==> src/rtl/core/assert_macros.svh <==
//==============================================================================
// Assertion macros
// Shorthand for clocked concurrent assertions; expects clk and rst_n in scope.
//==============================================================================
`ifndef ASSERT_MACROS_SVH
`define ASSERT_MACROS_SVH

// Expression holds at every clock edge outside reset.
`define ASSERT_ALWAYS(name, expr, msg) \
    name: assert property (@(posedge clk) disable iff (!rst_n) (expr)) else $error(msg);

// Antecedent implies consequent in the same cycle.
`define ASSERT_IMPLIES(name, ante, cons, msg) \
    name: assert property (@(posedge clk) disable iff (!rst_n) (ante) |-> (cons)) \
        else $error(msg);

// Antecedent implies consequent in the next cycle.
`define ASSERT_NEXT(name, ante, cons, msg) \
    name: assert property (@(posedge clk) disable iff (!rst_n) (ante) |=> (cons)) \
        else $error(msg);

`endif

==> src/rtl/core/hrrn_pkg.sv <==
//==============================================================================
// HRRN scheduler package
// Sizes, command and status codes and shared types of the ready-queue scheduler.
//==============================================================================
package hrrn_pkg;

    localparam int QUEUE_DEPTH = 16;
    localparam int IDX_W       = $clog2(QUEUE_DEPTH);
    localparam int CNT_W       = $clog2(QUEUE_DEPTH + 1);

    localparam int CMD_W    = 2;
    localparam int STATUS_W = 2;
    localparam int PID_W    = 16;
    localparam int DATA_W   = 32;
    localparam int ALPHA_W  = 9;
    localparam int PROD_W   = 2 * DATA_W;
    localparam int CFG_IDX_W = 1;
    localparam int CFG_DATA_W = ALPHA_W;

    localparam logic [ALPHA_W-1:0] ALPHA_ONE   = 9'd256;
    localparam logic [ALPHA_W-1:0] ALPHA_RESET = 9'd128;

    localparam logic [CMD_W-1:0] CMD_TICK     = 2'd0;
    localparam logic [CMD_W-1:0] CMD_ENQUEUE  = 2'd1;
    localparam logic [CMD_W-1:0] CMD_DISPATCH = 2'd2;

    localparam logic [STATUS_W-1:0] ST_OK         = 2'd0;
    localparam logic [STATUS_W-1:0] ST_DISPATCHED = 2'd1;
    localparam logic [STATUS_W-1:0] ST_FULL       = 2'd2;
    localparam logic [STATUS_W-1:0] ST_EMPTY      = 2'd3;

    localparam logic POLICY_FIFO = 1'b0;
    localparam logic POLICY_HRRN = 1'b1;

    localparam logic [CFG_IDX_W-1:0] CFG_POLICY_MODE = 1'd0;
    localparam logic [CFG_IDX_W-1:0] CFG_ALPHA_Q8    = 1'd1;

    typedef struct packed {
        logic [PID_W-1:0]  pid;
        logic [DATA_W-1:0] burst;
        logic [DATA_W-1:0] estimate;
        logic [DATA_W-1:0] arrival;
    } entry_t;

    typedef struct packed {
        logic [DATA_W-1:0] op_a;
        logic [DATA_W-1:0] op_b;
    } mul_req_t;

endpackage

==> src/rtl/core/hrrn_mul.sv <==
//==============================================================================
// HRRN shared multiplier
// 32x32 unsigned multiplier with a registered product, shared by all steps.
//==============================================================================
module hrrn_mul (
    input  logic                       clk,
    input  hrrn_pkg::mul_req_t         req,
    output logic [hrrn_pkg::PROD_W-1:0] product
);
    import hrrn_pkg::*;

    logic [PROD_W-1:0] product_reg;
    logic [PROD_W-1:0] product_next;

    assign product_next = PROD_W'(req.op_a) * PROD_W'(req.op_b);

    always_ff @(posedge clk)
    begin
        product_reg <= product_next;
    end

    assign product = product_reg;
endmodule

==> config.mk <==
export PLATFORM = sky130hd
export DESIGN_NAME = hrrn_mul
export DESIGN_NICKNAME = d
export VERILOG_FILES = /design/src/rtl/core/assert_macros.svh /design/src/rtl/core/hrrn_pkg.sv /design/src/rtl/core/hrrn_mul.sv
export SDC_FILE = /design/constraint.sdc
export NUM_CORES = 2
export LEC_CHECK = 0
export BUFFER_PORTS_ARGS = -buffer_cell sky130_fd_sc_hd__buf_4
export CORE_MARGIN = 2
export CORE_UTILIZATION = 43
export DETAILED_ROUTE_END_ITERATION = 12
export SLEW_MARGIN = 20
export SYNTH_ARGS = -nofsm -noshare
export SYNTH_HDL_FRONTEND = slang
export SYNTH_SLANG_ARGS = --single-unit
==> constraint.sdc <==
create_clock -name clk -period 8.9 [get_ports clk]
set_input_delay 2.225 -clock clk [delete_from_list [all_inputs] [get_ports clk]]
set_output_delay 2.225 -clock clk [all_outputs]
set_load 0.05 [all_outputs]
==> impl_metrics.json <==
{
  "synth.area.top_cells": "fa_1, and2_1, ha_1",
  "synth.largest_area_cell": "fa_1",
  "fin_nets": 5247,
  "overflow": 0,
  "period_minus_slack_ns": 8.80,
  "cts_tree": "yes",
  "crit_path_end_kind": "flop",
  "dieArea_um2": 82800,
  "initial_core_util_pct": 43.2,
  "slowest_delay_ns": 0.56,
  "crit_start": "req[7]",
  "setup_violations": 0,
  "place_congestion": 0.905,
  "die_h_um": 288,
  "crit_type": "in -> reg",
  "syn_area_um2": 34600,
  "hold_violations": 0,
  "numCtsBuffers": 9,
  "slew_headroom_pct": 61.7,
  "wl_per_cell_um": 18.4,
  "worst_pin_slew_ns": 0.570,
  "fin_crit_sh_pct": 98.8,
  "vias": 25300,
  "avgSynthCellArea_um2": 9.21,
  "ant_nets": 0,
  "die_x_um": 288,
  "critPathMaxFanout": 11,
  "path_cells": "buf_16 > and2_4 > fa_1 > fa_1 > fa_1 > inv_2 > fa_1 > inv_2 > fa_1 > inv_1 > fa_1 > inv_2 > fa_1 > fa_1 > ha_4 > buf_6 > nand4_1 > a2111o_1 > a21oi_4 > a31oi_4 > o31ai_4 > a21oi_4 > nand4b_1 > and4_1",
  "synth-edff-count": 0,
  "syn_to_final_growth_pct": 15.1,
  "clk_pin_slew_ns": 0.06,
  "crit_required_ns": 9.14,
  "hold_ws_ns": 2.37,
  "rsz0062_at_grt": "yes",
  "crit_slowest_cell": "fa_1",
  "ys_ff_latch": 64,
  "netlist_instances": 3758,
  "firstDrtPassIters": 5,
  "grt_use_total_pct": 23.5,
  "synth_cell_types": 56,
  "largest_reg_flops": 64,
  "hold_buffers": 0,
  "root_buffer": "clkbuf_16",
  "synthFlopType": "dfxtp_1",
  "drive_above_1_share_pct": 14.2,
  "crit_path_frequent_cell": "fa_1",
  "core_um2": 80200,
  "synth_top_area_share_pct": 51.8,
  "max-cap-violations": 0,
  "rows": 104,
  "final_cell_mix": "fa_1, inv_1, and2_1, nand2_1, buf_4",
  "synth_warnings": 0,
  "arrival_ns": 9.04,
  "antenna_found_initial": 5,
  "vias_per_cell": 4.98,
  "synth_fp_nets": 4982,
  "crit_end": "product[63]$_DFF_P_",
  "hpwl_um": 82600,
  "cts_buffer_depth": 2,
  "h-tree-depth": 3,
  "clock.fmax_mhz": 114,
  "ios": 129,
  "grt_pass1_wl_um": 151000,
  "grt_max_degree": 33,
  "portBuffers": 128,
  "drc_errors": 0,
  "final_max_slew_viol_count": 0,
  "status": "finished clean",
  "wl_um": 93400,
  "ys_seq_area_share_pct": 3.70,
  "first_iter_violations": 1174,
  "clock-sinks": 64,
  "final_common_cell": "fa_1",
  "synthArstFlopShare_pct": 0,
  "hold_class": "in -> reg",
  "critPathLaunchType": "input pin",
  "first_global_vias": 27900
}
==> routing by layer <==
metal	track usage (%)	wire, um
met1	28.8	36700
met2	43.7	50400
met3	2.14	3400
met4	7.14	2960
met5	0	27
==> cell usage after synthesis (5+ instances only) <==
library cell and n:
a21o_1 37, a21oi_1 68, a31oi_1 11, and2_1 603, and3_1 14, buf_2 9
clkbuf_1 215, dfxtp_1 64, fa_1 896, ha_1 263, inv_1 863, nand2_1 478
nand3_1 12, nand4_1 24, nor2_1 21, nor3_1 5, o21a_1 8, o21ai_0 28
o21bai_1 10, or3_1 5, xnor2_1 33, xor2_1 26
==> metrics by stage <==
stage | instances | utilization [%] | TNS, ns | instance area [um2] | worst slack [ns]
floorplan | 3758 | - | 0 | 34600 | 0.000940
global placement | 5060 | 48.5 | -5.65 | 38800 | -0.380
detailed placement | 5060 | 48.5 | -5.95 | 38800 | -0.495
CTS | 5076 | 48.9 | 0 | 39200 | 0.00666
global route | 5090 | 49.7 | -0.433 | 39900 | -0.101
finish | 5090 | 49.7 | 0 | 39900 | 0.104
==> final cells by class <==
type,instances,area (um2)
fillers,7723,40300
multi-input cells,2604,29600
repair buffers,481,4090
inverters,863,3240
well taps,1060,1330
flip-flops and latches,64,1280
clock buffers,10,239
clock inverters,6,92.6
diodes,2,5.00
==> cells by family (layout without fill, tap and decap cells) <==
family,count (synthesis),count (layout),share of synthesized area (%)
AOI/OAI and AO/OA,205,205,3.92
and+or+nand+nor,1180,1180,17.7
buffers and inverters,1090,1360,11.9
DFF,64,64,3.70
adders and majority gates,1159,1159,61.3
muxes,1,1,0.0289
xor gates and xnor gates,59,59,1.49
other,0,2,0
==> how the worst min path moves through the flow <==
stage	start	to	slack, ns	cells after the start
2_1_floorplan	req[0]	product[0]$_DFF_P_	2.35	1
3_3_place_gp	product[3]$_DFF_P_	product[3]	2.68	1
3_5_place_dp	product[57]$_DFF_P_	product[57]	2.68	1
4_1_cts	req[0]	product[0]$_DFF_P_	2.36	2
5_1_grt	req[0]	product[0]$_DFF_P_	2.38	2
6_report	req[0]	product[0]$_DFF_P_	2.37	2
==> repair_timing <==
item	4_1_cts	5_1_grt
setup buffers	0	11
gates resized for setup	12	122
setup endpoints to repair	4	19
pin swaps	3	61
cloned	0	1
==> worst max-delay path, delay by kind of cell <==
family,cells,cell delay [ns]
compound gates,5,1.30
fa+ha+maj,9,4.42
buf+inv,6,0.43
simple gates,4,0.64
Power is not shown: default switching activity piles up to over one toggle a cycle in this logic, so the estimate is an artifact.
